--- src/rtl/abqd_pkg.sv ---
`timescale 1ns / 1ps

package abqd_pkg;

  // Field widths of the transaction ports
  localparam int REQ_W      = 2;
  localparam int ADDR_W     = 48;
  localparam int LEN_W      = 32;
  localparam int STATUS_W   = 2;
  localparam int COPY_W     = 17;
  localparam int START_W    = 17;
  localparam int END_W      = 18;
  localparam int OUTST_W    = 5;
  localparam int PLAY_W     = 32;

  // Configuration registers
  localparam int LIMIT_W    = 5;
  localparam int CHAN_W     = 2;
  localparam int CFG_IDX_W  = 1;
  localparam int CFG_DATA_W = 5;

  localparam logic [CFG_IDX_W-1:0] CFG_QUEUE_LIMIT   = 1'd0;
  localparam logic [CFG_IDX_W-1:0] CFG_CHANNEL_COUNT = 1'd1;

  localparam logic [LIMIT_W-1:0] LIMIT_RESET = 5'd16;
  localparam logic [CHAN_W-1:0]  CHAN_RESET  = 2'd2;

  // Playback slots and ring geometry
  localparam int SLOT_COUNT  = 4;
  localparam int SLOT_W      = 2;
  localparam int SLOT_CNT_W  = 3;
  localparam int BLOCK_BYTES = 65536;
  localparam int BLOCK_LOG2  = 16;

  // Request codes
  localparam logic [REQ_W-1:0] REQ_ENQUEUE = 2'd0;
  localparam logic [REQ_W-1:0] REQ_TICK    = 2'd1;
  localparam logic [REQ_W-1:0] REQ_CLEAR   = 2'd2;

  // Enqueue status codes
  localparam logic [STATUS_W-1:0] ST_OK      = 2'd0;
  localparam logic [STATUS_W-1:0] ST_INVALID = 2'd1;
  localparam logic [STATUS_W-1:0] ST_FULL    = 2'd2;

  typedef struct packed {
    logic [ADDR_W-1:0] addr;
    logic [LEN_W-1:0]  len;
  } desc_t;

  typedef struct packed {
    logic push;
    logic pop;
    logic clear;
  } fifo_ctrl_t;

  typedef struct packed {
    logic step;
    logic tick;
    logic clear;
    logic want;
  } sched_ctrl_t;

  typedef struct packed {
    logic              completed;
    logic              dispatched;
    logic [SLOT_W-1:0] idx;
  } sched_stat_t;

endpackage

--- src/rtl/abqd_fifo.sv ---
`timescale 1ns / 1ps

module abqd_fifo #(
  parameter int DEPTH = 16
) (
  input  logic                                   clk_i,
  input  logic                                   rst_ni,
  input  abqd_pkg::fifo_ctrl_t                   ctrl_i,
  input  abqd_pkg::desc_t                        wdata_i,
  output abqd_pkg::desc_t                        head_o,
  output logic [$clog2(DEPTH+1)-1:0]             count_o
);
  import abqd_pkg::*;

  localparam int PW = $clog2(DEPTH);
  localparam int CW = $clog2(DEPTH + 1);
  localparam logic [PW-1:0] LAST = PW'(DEPTH - 1);

  desc_t         mem [DEPTH];
  desc_t         head_q;
  logic [PW-1:0] rp_q, rp_d, wp_q, wp_d;
  logic [CW-1:0] count_q, count_d;

  // Advance pointers and occupancy
  always_comb begin
    rp_d    = rp_q;
    wp_d    = wp_q;
    count_d = count_q;
    if (ctrl_i.clear) begin
      rp_d    = '0;
      wp_d    = '0;
      count_d = '0;
    end else if (ctrl_i.push) begin
      wp_d    = (wp_q == LAST) ? '0 : wp_q + 1'b1;
      count_d = count_q + 1'b1;
    end else if (ctrl_i.pop) begin
      rp_d    = (rp_q == LAST) ? '0 : rp_q + 1'b1;
      count_d = count_q - 1'b1;
    end
  end

  always_ff @(posedge clk_i or negedge rst_ni) begin
    if (!rst_ni) begin
      rp_q    <= '0;
      wp_q    <= '0;
      count_q <= '0;
    end else begin
      rp_q    <= rp_d;
      wp_q    <= wp_d;
      count_q <= count_d;
    end
  end

  // Write the descriptor store; prefetch the next head, forward a write to it
  always_ff @(posedge clk_i) begin
    if (ctrl_i.push) begin
      mem[wp_q] <= wdata_i;
    end
    if (ctrl_i.push && (wp_q == rp_d)) begin
      head_q <= wdata_i;
    end else begin
      head_q <= mem[rp_d];
    end
  end

  assign head_o  = head_q;
  assign count_o = count_q;

endmodule

--- src/rtl/abqd_slot_sched.sv ---
`timescale 1ns / 1ps

module abqd_slot_sched (
  input  logic                                  clk_i,
  input  logic                                  rst_ni,
  input  abqd_pkg::sched_ctrl_t                 ctrl_i,
  input  logic [abqd_pkg::SLOT_COUNT-1:0]       done_i,
  output abqd_pkg::sched_stat_t                 stat_o,
  output logic [abqd_pkg::SLOT_CNT_W-1:0]       pend_cnt_o,
  output logic [abqd_pkg::SLOT_CNT_W-1:0]       pend_cnt_next_o
);
  import abqd_pkg::*;

  logic [SLOT_COUNT-1:0] pend_q, pend_d, pend_mid, ret_oh;
  logic [SLOT_W-1:0]     next_q, next_d, idx, cand;
  logic                  ret_hit, found, dispatched;
  logic [SLOT_CNT_W-1:0] cnt_q, cnt_d;

  // Retire the lowest pending slot that is marked done
  always_comb begin
    ret_hit = 1'b0;
    ret_oh  = '0;
    for (int i = 0; i < SLOT_COUNT; i++) begin
      if (!ret_hit && pend_q[i] && done_i[i]) begin
        ret_hit   = 1'b1;
        ret_oh[i] = 1'b1;
      end
    end
    pend_mid = ctrl_i.tick ? (pend_q & ~ret_oh) : pend_q;
  end

  // Search round robin for a free slot, starting at next_q
  always_comb begin
    found = 1'b0;
    idx   = '0;
    cand  = '0;
    for (int k = 0; k < SLOT_COUNT; k++) begin
      cand = next_q + SLOT_W'(k);
      if (!found && !pend_mid[cand]) begin
        found = 1'b1;
        idx   = cand;
      end
    end
  end

  assign dispatched = ctrl_i.tick && ctrl_i.want && found;

  // Mark the chosen slot busy, drop all on clear
  always_comb begin
    pend_d = pend_mid;
    next_d = next_q;
    if (ctrl_i.clear) begin
      pend_d = '0;
    end else if (dispatched) begin
      pend_d[idx] = 1'b1;
      next_d      = idx + 1'b1;
    end
  end

  always_ff @(posedge clk_i or negedge rst_ni) begin
    if (!rst_ni) begin
      pend_q <= '0;
      next_q <= '0;
    end else if (ctrl_i.step) begin
      pend_q <= pend_d;
      next_q <= next_d;
    end
  end

  // Count busy slots before and after this transaction
  always_comb begin
    cnt_q = '0;
    cnt_d = '0;
    for (int i = 0; i < SLOT_COUNT; i++) begin
      cnt_q = cnt_q + SLOT_CNT_W'(pend_q[i]);
      cnt_d = cnt_d + SLOT_CNT_W'(pend_d[i]);
    end
  end

  assign stat_o.completed  = ctrl_i.tick && ret_hit;
  assign stat_o.dispatched = dispatched;
  assign stat_o.idx        = idx;
  assign pend_cnt_o        = cnt_q;
  assign pend_cnt_next_o   = cnt_d;

endmodule

--- src/rtl/audio_buffer_queue_dispatcher.sv ---
`timescale 1ns / 1ps

// Channel   Handshake                   Payload
// -------   -------------------------   -----------------------------------------
// in        in_valid_i / in_stall_o     req_type_i .. downstream_accepts_i
// out       out_valid_o / out_stall_i   status_o .. play_index_o
// cfg       cfg_valid_i / cfg_ready_o   cfg_index_i, cfg_data_i
//
// One transaction per cycle sustained unless out_stall_i holds the result. A transaction is
// captured in the input register when accepted; the queue/slot update then writes the result
// register as the input register advances, and out_valid_o rises with that write.
// The descriptor store prefetches its head into a register, so a dispatch need not wait for it.
// rst_ni clears pointers, slots and counters and loads the configuration defaults at once; no clearing pass.
// out_stall_i holds the result register and back-pressures the input register.

module audio_buffer_queue_dispatcher #(
  parameter int QUEUE_DEPTH = 16
) (
  input  logic                                clk_i,
  input  logic                                rst_ni,

  input  logic                                in_valid_i,
  output logic                                in_stall_o,
  input  logic [abqd_pkg::REQ_W-1:0]          req_type_i,
  input  logic [abqd_pkg::ADDR_W-1:0]         buffer_address_i,
  input  logic [abqd_pkg::LEN_W-1:0]          buffer_length_i,
  input  logic                                playing_i,
  input  logic [abqd_pkg::SLOT_COUNT-1:0]     slot_done_mask_i,
  input  logic                                downstream_accepts_i,

  output logic                                out_valid_o,
  input  logic                                out_stall_i,
  output logic [abqd_pkg::STATUS_W-1:0]       status_o,
  output logic                                completed_o,
  output logic                                dispatched_o,
  output logic [abqd_pkg::SLOT_W-1:0]         slot_index_o,
  output logic [abqd_pkg::ADDR_W-1:0]         source_address_o,
  output logic [abqd_pkg::COPY_W-1:0]         copy_bytes_o,
  output logic [abqd_pkg::START_W-1:0]        start_sample_o,
  output logic [abqd_pkg::END_W-1:0]          end_sample_o,
  output logic [abqd_pkg::OUTST_W-1:0]        outstanding_count_o,
  output logic [abqd_pkg::PLAY_W-1:0]         play_index_o,

  input  logic                                cfg_valid_i,
  output logic                                cfg_ready_o,
  input  logic [abqd_pkg::CFG_IDX_W-1:0]      cfg_index_i,
  input  logic [abqd_pkg::CFG_DATA_W-1:0]     cfg_data_i
);
  import abqd_pkg::*;

  localparam int CW = $clog2(QUEUE_DEPTH + 1);
  localparam int TW = $clog2(QUEUE_DEPTH + SLOT_COUNT + 32);

  // Configuration
  logic [LIMIT_W-1:0] limit_q;
  logic [CHAN_W-1:0]  chan_q;

  assign cfg_ready_o = 1'b1;

  always_ff @(posedge clk_i or negedge rst_ni) begin
    if (!rst_ni) begin
      limit_q <= LIMIT_RESET;
      chan_q  <= CHAN_RESET;
    end else if (cfg_valid_i) begin
      case (cfg_index_i)
        CFG_QUEUE_LIMIT:   limit_q <= cfg_data_i;
        CFG_CHANNEL_COUNT: chan_q  <= cfg_data_i[CHAN_W-1:0];
        default: ;
      endcase
    end
  end

  // Input register
  logic                  s1_valid_q, s1_go, in_acc;
  logic [REQ_W-1:0]      req_q;
  logic [ADDR_W-1:0]     addr_q;
  logic [LEN_W-1:0]      len_q;
  logic                  playing_q, accepts_q;
  logic [SLOT_COUNT-1:0] done_q;
  logic                  out_valid_q;

  assign s1_go      = s1_valid_q && (!out_valid_q || !out_stall_i);
  assign in_stall_o = s1_valid_q && !s1_go;
  assign in_acc     = in_valid_i && !in_stall_o;

  always_ff @(posedge clk_i or negedge rst_ni) begin
    if (!rst_ni) begin
      s1_valid_q  <= 1'b0;
      out_valid_q <= 1'b0;
    end else begin
      if (in_acc) begin
        s1_valid_q <= 1'b1;
      end else if (s1_go) begin
        s1_valid_q <= 1'b0;
      end
      if (s1_go) begin
        out_valid_q <= 1'b1;
      end else if (!out_stall_i) begin
        out_valid_q <= 1'b0;
      end
    end
  end

  always_ff @(posedge clk_i) begin
    if (in_acc) begin
      req_q     <= req_type_i;
      addr_q    <= buffer_address_i;
      len_q     <= buffer_length_i;
      playing_q <= playing_i;
      done_q    <= slot_done_mask_i;
      accepts_q <= downstream_accepts_i;
    end
  end

  // Decode the request
  logic is_enq, is_tick, is_clr;

  always_comb begin
    is_enq  = 1'b0;
    is_tick = 1'b0;
    is_clr  = 1'b0;
    case (req_q)
      REQ_ENQUEUE: is_enq  = 1'b1;
      REQ_TICK:    is_tick = 1'b1;
      REQ_CLEAR:   is_clr  = 1'b1;
      default: ;
    endcase
  end

  // Descriptor queue and slot scheduler
  fifo_ctrl_t            fifo_ctrl;
  desc_t                 head, wdesc;
  logic [CW-1:0]         q_count;
  sched_ctrl_t           sch_ctrl;
  sched_stat_t           sch_stat;
  logic [SLOT_CNT_W-1:0] pend_cnt, pend_cnt_next;

  logic              invalid, full, push, pop;
  logic [TW-1:0]     lim_ext, lim_eff, occ, q_next;
  logic [STATUS_W-1:0] status_d;

  assign invalid = (addr_q == '0) || (len_q == '0);
  assign lim_ext = TW'(limit_q);
  assign lim_eff = (lim_ext > TW'(QUEUE_DEPTH)) ? TW'(QUEUE_DEPTH) : lim_ext;
  assign occ     = TW'(q_count) + TW'(pend_cnt);
  assign full    = occ >= lim_eff;
  assign push    = s1_go && is_enq && !invalid && !full;
  assign pop     = s1_go && sch_stat.dispatched;

  assign status_d = !is_enq ? ST_OK : (invalid ? ST_INVALID : (full ? ST_FULL : ST_OK));

  assign wdesc.addr      = addr_q;
  assign wdesc.len       = len_q;
  assign fifo_ctrl.push  = push;
  assign fifo_ctrl.pop   = pop;
  assign fifo_ctrl.clear = s1_go && is_clr;

  assign sch_ctrl.step  = s1_go;
  assign sch_ctrl.tick  = is_tick;
  assign sch_ctrl.clear = is_clr;
  assign sch_ctrl.want  = playing_q && (q_count != '0) && accepts_q;

  abqd_fifo #(
    .DEPTH (QUEUE_DEPTH)
  ) u_fifo (
    .clk_i   (clk_i),
    .rst_ni  (rst_ni),
    .ctrl_i  (fifo_ctrl),
    .wdata_i (wdesc),
    .head_o  (head),
    .count_o (q_count)
  );

  abqd_slot_sched u_sched (
    .clk_i           (clk_i),
    .rst_ni          (rst_ni),
    .ctrl_i          (sch_ctrl),
    .done_i          (done_q),
    .stat_o          (sch_stat),
    .pend_cnt_o      (pend_cnt),
    .pend_cnt_next_o (pend_cnt_next)
  );

  // Clamp to the block, trim to whole frames, place in the ring
  logic               four;
  logic [COPY_W-1:0]  clamped, copy, frames;
  logic [START_W-1:0] start;
  logic [END_W-1:0]   stop;

  assign four    = (chan_q == 2'd2) || (chan_q == 2'd3);
  assign clamped = (head.len > LEN_W'(BLOCK_BYTES)) ? COPY_W'(BLOCK_BYTES) : COPY_W'(head.len);
  assign copy    = four ? {clamped[COPY_W-1:2], 2'b00} : {clamped[COPY_W-1:1], 1'b0};
  assign frames  = four ? (copy >> 2) : (copy >> 1);
  assign start   = four ? (START_W'(sch_stat.idx) << (BLOCK_LOG2 - 2))
                        : (START_W'(sch_stat.idx) << (BLOCK_LOG2 - 1));
  assign stop    = END_W'(start) + END_W'(frames);

  // Occupancy after this transaction
  always_comb begin
    if (is_clr) begin
      q_next = '0;
    end else if (is_enq && !invalid && !full) begin
      q_next = TW'(q_count) + 1'b1;
    end else if (sch_stat.dispatched) begin
      q_next = TW'(q_count) - 1'b1;
    end else begin
      q_next = TW'(q_count);
    end
  end

  // Retired buffer count
  logic [PLAY_W-1:0] retired_q, retired_d;

  assign retired_d = sch_stat.completed ? retired_q + 1'b1 : retired_q;

  always_ff @(posedge clk_i or negedge rst_ni) begin
    if (!rst_ni) begin
      retired_q <= '0;
    end else if (s1_go) begin
      retired_q <= retired_d;
    end
  end

  // Result register
  logic [STATUS_W-1:0] status_q;
  logic                completed_q, dispatched_q;
  logic [SLOT_W-1:0]   slot_q;
  logic [ADDR_W-1:0]   src_q;
  logic [COPY_W-1:0]   copy_q;
  logic [START_W-1:0]  start_q;
  logic [END_W-1:0]    end_q;
  logic [OUTST_W-1:0]  outst_q;
  logic [PLAY_W-1:0]   play_q;

  always_ff @(posedge clk_i) begin
    if (s1_go) begin
      status_q     <= status_d;
      completed_q  <= sch_stat.completed;
      dispatched_q <= sch_stat.dispatched;
      slot_q       <= sch_stat.dispatched ? sch_stat.idx : '0;
      src_q        <= sch_stat.dispatched ? head.addr : '0;
      copy_q       <= sch_stat.dispatched ? copy : '0;
      start_q      <= sch_stat.dispatched ? start : '0;
      end_q        <= sch_stat.dispatched ? stop : '0;
      outst_q      <= OUTST_W'(q_next + TW'(pend_cnt_next));
      play_q       <= retired_d;
    end
  end

  assign out_valid_o         = out_valid_q;
  assign status_o            = status_q;
  assign completed_o         = completed_q;
  assign dispatched_o        = dispatched_q;
  assign slot_index_o        = slot_q;
  assign source_address_o    = src_q;
  assign copy_bytes_o        = copy_q;
  assign start_sample_o      = start_q;
  assign end_sample_o        = end_q;
  assign outstanding_count_o = outst_q;
  assign play_index_o        = play_q;

endmodule

--- config.mk ---
export PLATFORM = sky130hd
export DESIGN_NAME = audio_buffer_queue_dispatcher
export DESIGN_NICKNAME = d
export VERILOG_FILES = /design/src/rtl/abqd_pkg.sv /design/src/rtl/abqd_fifo.sv /design/src/rtl/abqd_slot_sched.sv /design/src/rtl/audio_buffer_queue_dispatcher.sv
export SDC_FILE = /design/constraint.sdc
export NUM_CORES = 1
export LEC_CHECK = 0
export BUFFER_PORTS_ARGS = -buffer_cell sky130_fd_sc_hd__buf_2
export CORE_UTILIZATION = 35
export DETAILED_ROUTE_END_ITERATION = 8
export PLACE_DENSITY_LB_ADDON = 0.15
export SYNTH_ARGS = -nofsm -noshare
export SYNTH_HDL_FRONTEND = slang
export SYNTH_SLANG_ARGS = --single-unit
--- constraint.sdc ---
create_clock -name clk_i -period 11.3 [get_ports clk_i]
set_input_delay 1.695 -clock clk_i [delete_from_list [all_inputs] [get_ports clk_i]]
set_output_delay 1.695 -clock clk_i [all_outputs]
set_load 0.005 [all_outputs]
==> run_summary.xml <==
<?xml version="1.0" encoding="UTF-8"?>
<metrics>
  <group name="floorplanning">
    <metric name="die_x" unit="um">415.8</metric>
    <metric name="floorplan.core_area" unit="um2">169700</metric>
    <metric name="die_area" unit="um2">172900</metric>
    <metric name="rows" unit="">151</metric>
    <metric name="boundaryPins" unit="">245</metric>
    <metric name="initial_core_util" unit="">0.3532</metric>
    <metric name="chipHeight" unit="um">415.8</metric>
  </group>
  <group name="yosys">
    <metric name="area_leader_netlist" unit="">edfxtp_1</metric>
    <metric name="ys_warn_count" unit="">0</metric>
    <metric name="dominant_synthesized_flop_cell" unit="">edfxtp_1</metric>
    <metric name="synth-seq-area-share" unit="">0.7757</metric>
    <metric name="synth_enable_flop_cells" unit="">1496</metric>
    <metric name="yosys_register_bits" unit="">1559</metric>
    <metric name="synth.top_cells.by_count" unit="">edfxtp_1, mux4_2, nor4_1</metric>
    <metric name="synth.most_common_cell" unit="">edfxtp_1</metric>
    <metric name="yosys.area.top_type_share" unit="">0.7497</metric>
    <metric name="async_reset_ff_frac" unit="">0.03784</metric>
    <metric name="synthTopCellsByArea" unit="">edfxtp_1, mux4_2, dfrtp_1</metric>
    <metric name="syn_inst" unit="">2886</metric>
    <metric name="synth_area_per_cell" unit="um2">20.76</metric>
    <metric name="synthDistinctLibCells" unit="">78</metric>
    <metric name="synth.cell_area" unit="um2">59920</metric>
  </group>
  <group name="timing">
    <metric name="timing.max_slew.rel_slack" unit="">0.1585</metric>
    <metric name="slew_violations" unit="">0</metric>
    <metric name="setup_viol" unit="">0</metric>
    <metric name="tightestPinTransition" unit="ns">1.262</metric>
    <metric name="max_clock_freq" unit="MHz">165.4</metric>
    <metric name="final_period_minus_worst_setup_slack" unit="ns">6.047</metric>
    <metric name="timing.final.crit_share" unit="">0.5352</metric>
    <metric name="unrepaired_setup_endpoints_after_global_routing" unit="">false</metric>
    <metric name="hold_viol_final" unit="">0</metric>
    <metric name="skew" unit="ns">0.03161</metric>
    <metric name="timing.final.ws_setup" unit="ns">5.253</metric>
  </group>
  <group name="drt">
    <metric name="route.detailed.drc" unit="">0</metric>
    <metric name="wl_per_cell" unit="um">26.23</metric>
    <metric name="antenna_left" unit="">0</metric>
    <metric name="drt-initial-drc-count" unit="">2296</metric>
    <metric name="viasPerCell" unit="">5.191</metric>
    <metric name="routed-via-count" unit="">28979</metric>
    <metric name="firstDrtPassIters" unit="">5</metric>
    <metric name="drt_wl_total" unit="um">146500</metric>
  </group>
  <group name="cts">
    <metric name="path_clk_slew" unit="ns">0.06</metric>
    <metric name="ctsRootBufferMaster" unit="">clkbuf_16</metric>
    <metric name="hold_buffer_count_at_cts" unit="">0</metric>
    <metric name="clock_sinks" unit="">1559</metric>
    <metric name="tritoncts_clock_tree" unit="">done</metric>
    <metric name="post_cts_resize_count" unit="">0</metric>
    <metric name="clockBufferDepth" unit="">3</metric>
    <metric name="worst_skew_pair.late_latency" unit="ns">0.79</metric>
    <metric name="post-cts-setup-buffer-count" unit="">0</metric>
    <metric name="h_tree_lvl_count" unit="">4</metric>
    <metric name="tritoncts.num_buffers" unit="">167</metric>
  </group>
  <group name="power_and_ir_drop">
    <metric name="ir_drop" unit="mV">0.1322</metric>
    <metric name="pwr_density_cell" unit="nW/um2">189.1</metric>
    <metric name="leakagePower" unit="nW">22.23</metric>
  </group>
  <group name="worst_setup_path">
    <metric name="r2r.worst_path.cells" unit="">17</metric>
    <metric name="critical_path.max_stage_delay" unit="ns">0.96</metric>
    <metric name="critical_path.cell_chain" unit="">ha_1, inv_1, fa_1, inv_1, ha_1, inv_1, fa_1, inv_1, ha_1, a21o_1, a211o_1, a2111oi_2, buf_4, nand2_1, nor3b_1, and2_4, buf_4</metric>
    <metric name="endpoint_required_time_on_the_critical_path" unit="ns">11.69</metric>
    <metric name="worst_setup_path_start_kind" unit="">flop</metric>
    <metric name="worst_r2r_startpoint" unit="">u_sched.pend_q[0]$_DFFE_PN0P_</metric>
    <metric name="worst-setup-path-type" unit="">reg2reg</metric>
    <metric name="timing.critical_path.fanout_max" unit="">68</metric>
    <metric name="crit_path_end_kind" unit="">flop</metric>
    <metric name="crit_path_start" unit="">u_sched.pend_q[0]$_DFFE_PN0P_</metric>
    <metric name="cp.arrival" unit="ns">6.44</metric>
    <metric name="rrSetupSlack" unit="ns">5.25</metric>
    <metric name="crit_slowest_cell" unit="">buf_4</metric>
    <metric name="critPathMostFrequentCell" unit="">inv_1</metric>
    <metric name="worst_r2r_endpoint" unit="">u_fifo.mem[8][43]$_DFFE_PP_</metric>
  </group>
  <group name="grt">
    <metric name="maximum_number_of_pins_on_one_net_before_global_route_repair" unit="">82</metric>
    <metric name="overflow" unit="">0</metric>
    <metric name="number_of_global_route_vias_before_repair" unit="">30953</metric>
    <metric name="initial_antenna_violation_count" unit="">2</metric>
    <metric name="grt_pass1_wl" unit="um">214600</metric>
    <metric name="globalRouteTotalUtil" unit="">0.1700</metric>
    <metric name="grt_util_met2" unit="">0.2919</metric>
    <metric name="grt_util_met3" unit="">0.02513</metric>
    <metric name="gr-usage-met1" unit="">0.2219</metric>
    <metric name="gr-max-usage-layer" unit="">met2</metric>
  </group>
  <group name="cells_and_area">
    <metric name="layout-drive-gt1-share" unit="">0.2681</metric>
    <metric name="layoutNonFillerInstCount" unit="">5583</metric>
    <metric name="syn2layout_area_growth" unit="%">15.42</metric>
    <metric name="fillers" unit="">14952</metric>
    <metric name="finalNetCount" unit="">3364</metric>
  </group>
  <group name="run_status">
    <metric name="result_of_the_run" unit="">finished, final reports clean</metric>
  </group>
  <group name="run">
    <metric name="timing.max_cap.violations" unit="">0</metric>
  </group>
  <group name="placed_design">
    <metric name="placement.io_buffers" unit="">228</metric>
    <metric name="place_worst_setup_slack" unit="ns">5.282</metric>
    <metric name="place_hpwl" unit="um">84550</metric>
    <metric name="finalWeightedCongestion" unit="">0.8268</metric>
    <metric name="number_of_cells_after_detailed_placement" unit="">5280</metric>
  </group>
  <group name="hold_path">
    <metric name="hold_crit_path_type" unit="">reg2reg</metric>
    <metric name="worstHoldEndpoint" unit="">retired_q[13]$_DFFE_PN0P_</metric>
    <metric name="min_from" unit="">retired_q[13]$_DFFE_PN0P_</metric>
    <metric name="holdPathStages" unit="">1</metric>
  </group>
</metrics>
stage by stage:
stage	utilization	TNS (ns)	total power, mW	area, um2	hold WS [ns]
after floorplan	-	-341.49	7.523	59980	0.4574
after global placement	0.3765	0	7.902	63880	0.4765
after detailed placement	0.3765	0	7.924	63880	0.4952
after CTS	0.4076	0	13.25	69160	0.5064
after global routing	0.4076	0	13.56	69160	0.5214
final	0.4076	0	13.08	69160	0.5076
layer usage:
metal | part of all wire | up-vias
met5 | 0 | -
li1 | - | 12549
met3 | 0.044 | 189
met1 | 0.42 | 15471
met2 | 0.51 | 770
met4 | 0.025 | 0
critical path, delay by kind of cell, from the launching register on:
family	cells	cell delay [ns]
buffers and inverters	6	1.48
flip-flops	1	0.46
AND/OR/NAND/NOR	3	1.15
adder cells (fa/ha/maj)	5	1.68
AO/OA/AOI/OAI	3	0.78
final cells by class:
class	instances	area (um2)	share of cell area
Clock inverter	92	853.3	0.01234
Tap cell	2218	2775	0.04013
Clock buffer	210	4425	0.06399
Timing Repair Buffer	305	1719	0.02486
Multi-Input combinational cell	1163	12750	0.1844
Inverter	35	138.9	0.002008
Sequential cell	1559	46490	0.6723
Antenna cell	1	2.502	0.00003618
sequential cells by signal, indices dropped and copies added, names as in the netlist, 2 cells and up, named ones only:
name,flops
u_fifo.mem,1280
retired_q,32
u_sched.next_q,2
play_index_o,32
u_fifo.wp_q,4
done_q,4
outstanding_count_o,5
u_sched.pend_q,4
copy_bytes_o,16
end_sample_o,18
addr_q,48
u_fifo.count_o,5
limit_q,5
slot_index_o,2
status_o,2
source_address_o,48
start_sample_o,3
req_q,2
u_fifo.rp_q,4
len_q,32
cell families after synthesis:
family                     after synthesis  share of synthesized area
DFF                                   1559                     0.7757
xor gates and xnor gates                69                    0.01009
adders and majority gates               34                   0.007726
muxes                                  365                     0.1270
buffers and inverters                  178                    0.01384
and+or+nand+nor                        500                    0.04452
other                                    2                  0.0001253
AOI/OAI and AO/OA                      179                    0.02103
worst max path at each step:
stage          cells past startpoint  slack, ns                             end
2_1_floorplan                     14      -1.07      u_fifo.mem[0][0]$_DFFE_PP_
3_3_place_gp                      17       5.25     u_fifo.mem[8][75]$_DFFE_PP_
3_5_place_dp                      18       5.28     u_fifo.mem[9][41]$_DFFE_PP_
4_1_cts                           17       5.23     u_fifo.mem[8][51]$_DFFE_PP_
5_1_grt                           15       4.94  end_sample_o[16]$_SDFFCE_PP0P_
6_report                          17       5.25     u_fifo.mem[8][43]$_DFFE_PP_
cell usage in the layout, fill, tap and decap left out, types with 57 or more instances in the layout:
master,n
nor2_1,87
nor4_1,91
edfxtp_1,1496
mux4_2,314
nand2_1,88
clkbuf_16,171
and2_1,60
buf_4,77
dfrtp_1,57
buf_2,228
report_power, final:
group | switching [mW] | total, mW | internal [mW]
combinational | 0.612 | 1.12 | 0.505
sequential | 0.151 | 6.66 | 6.50
clock | 2.21 | 5.30 | 3.09
total | 2.98 | 13.1 | 10.1
(Power assumes the default switching activity.)
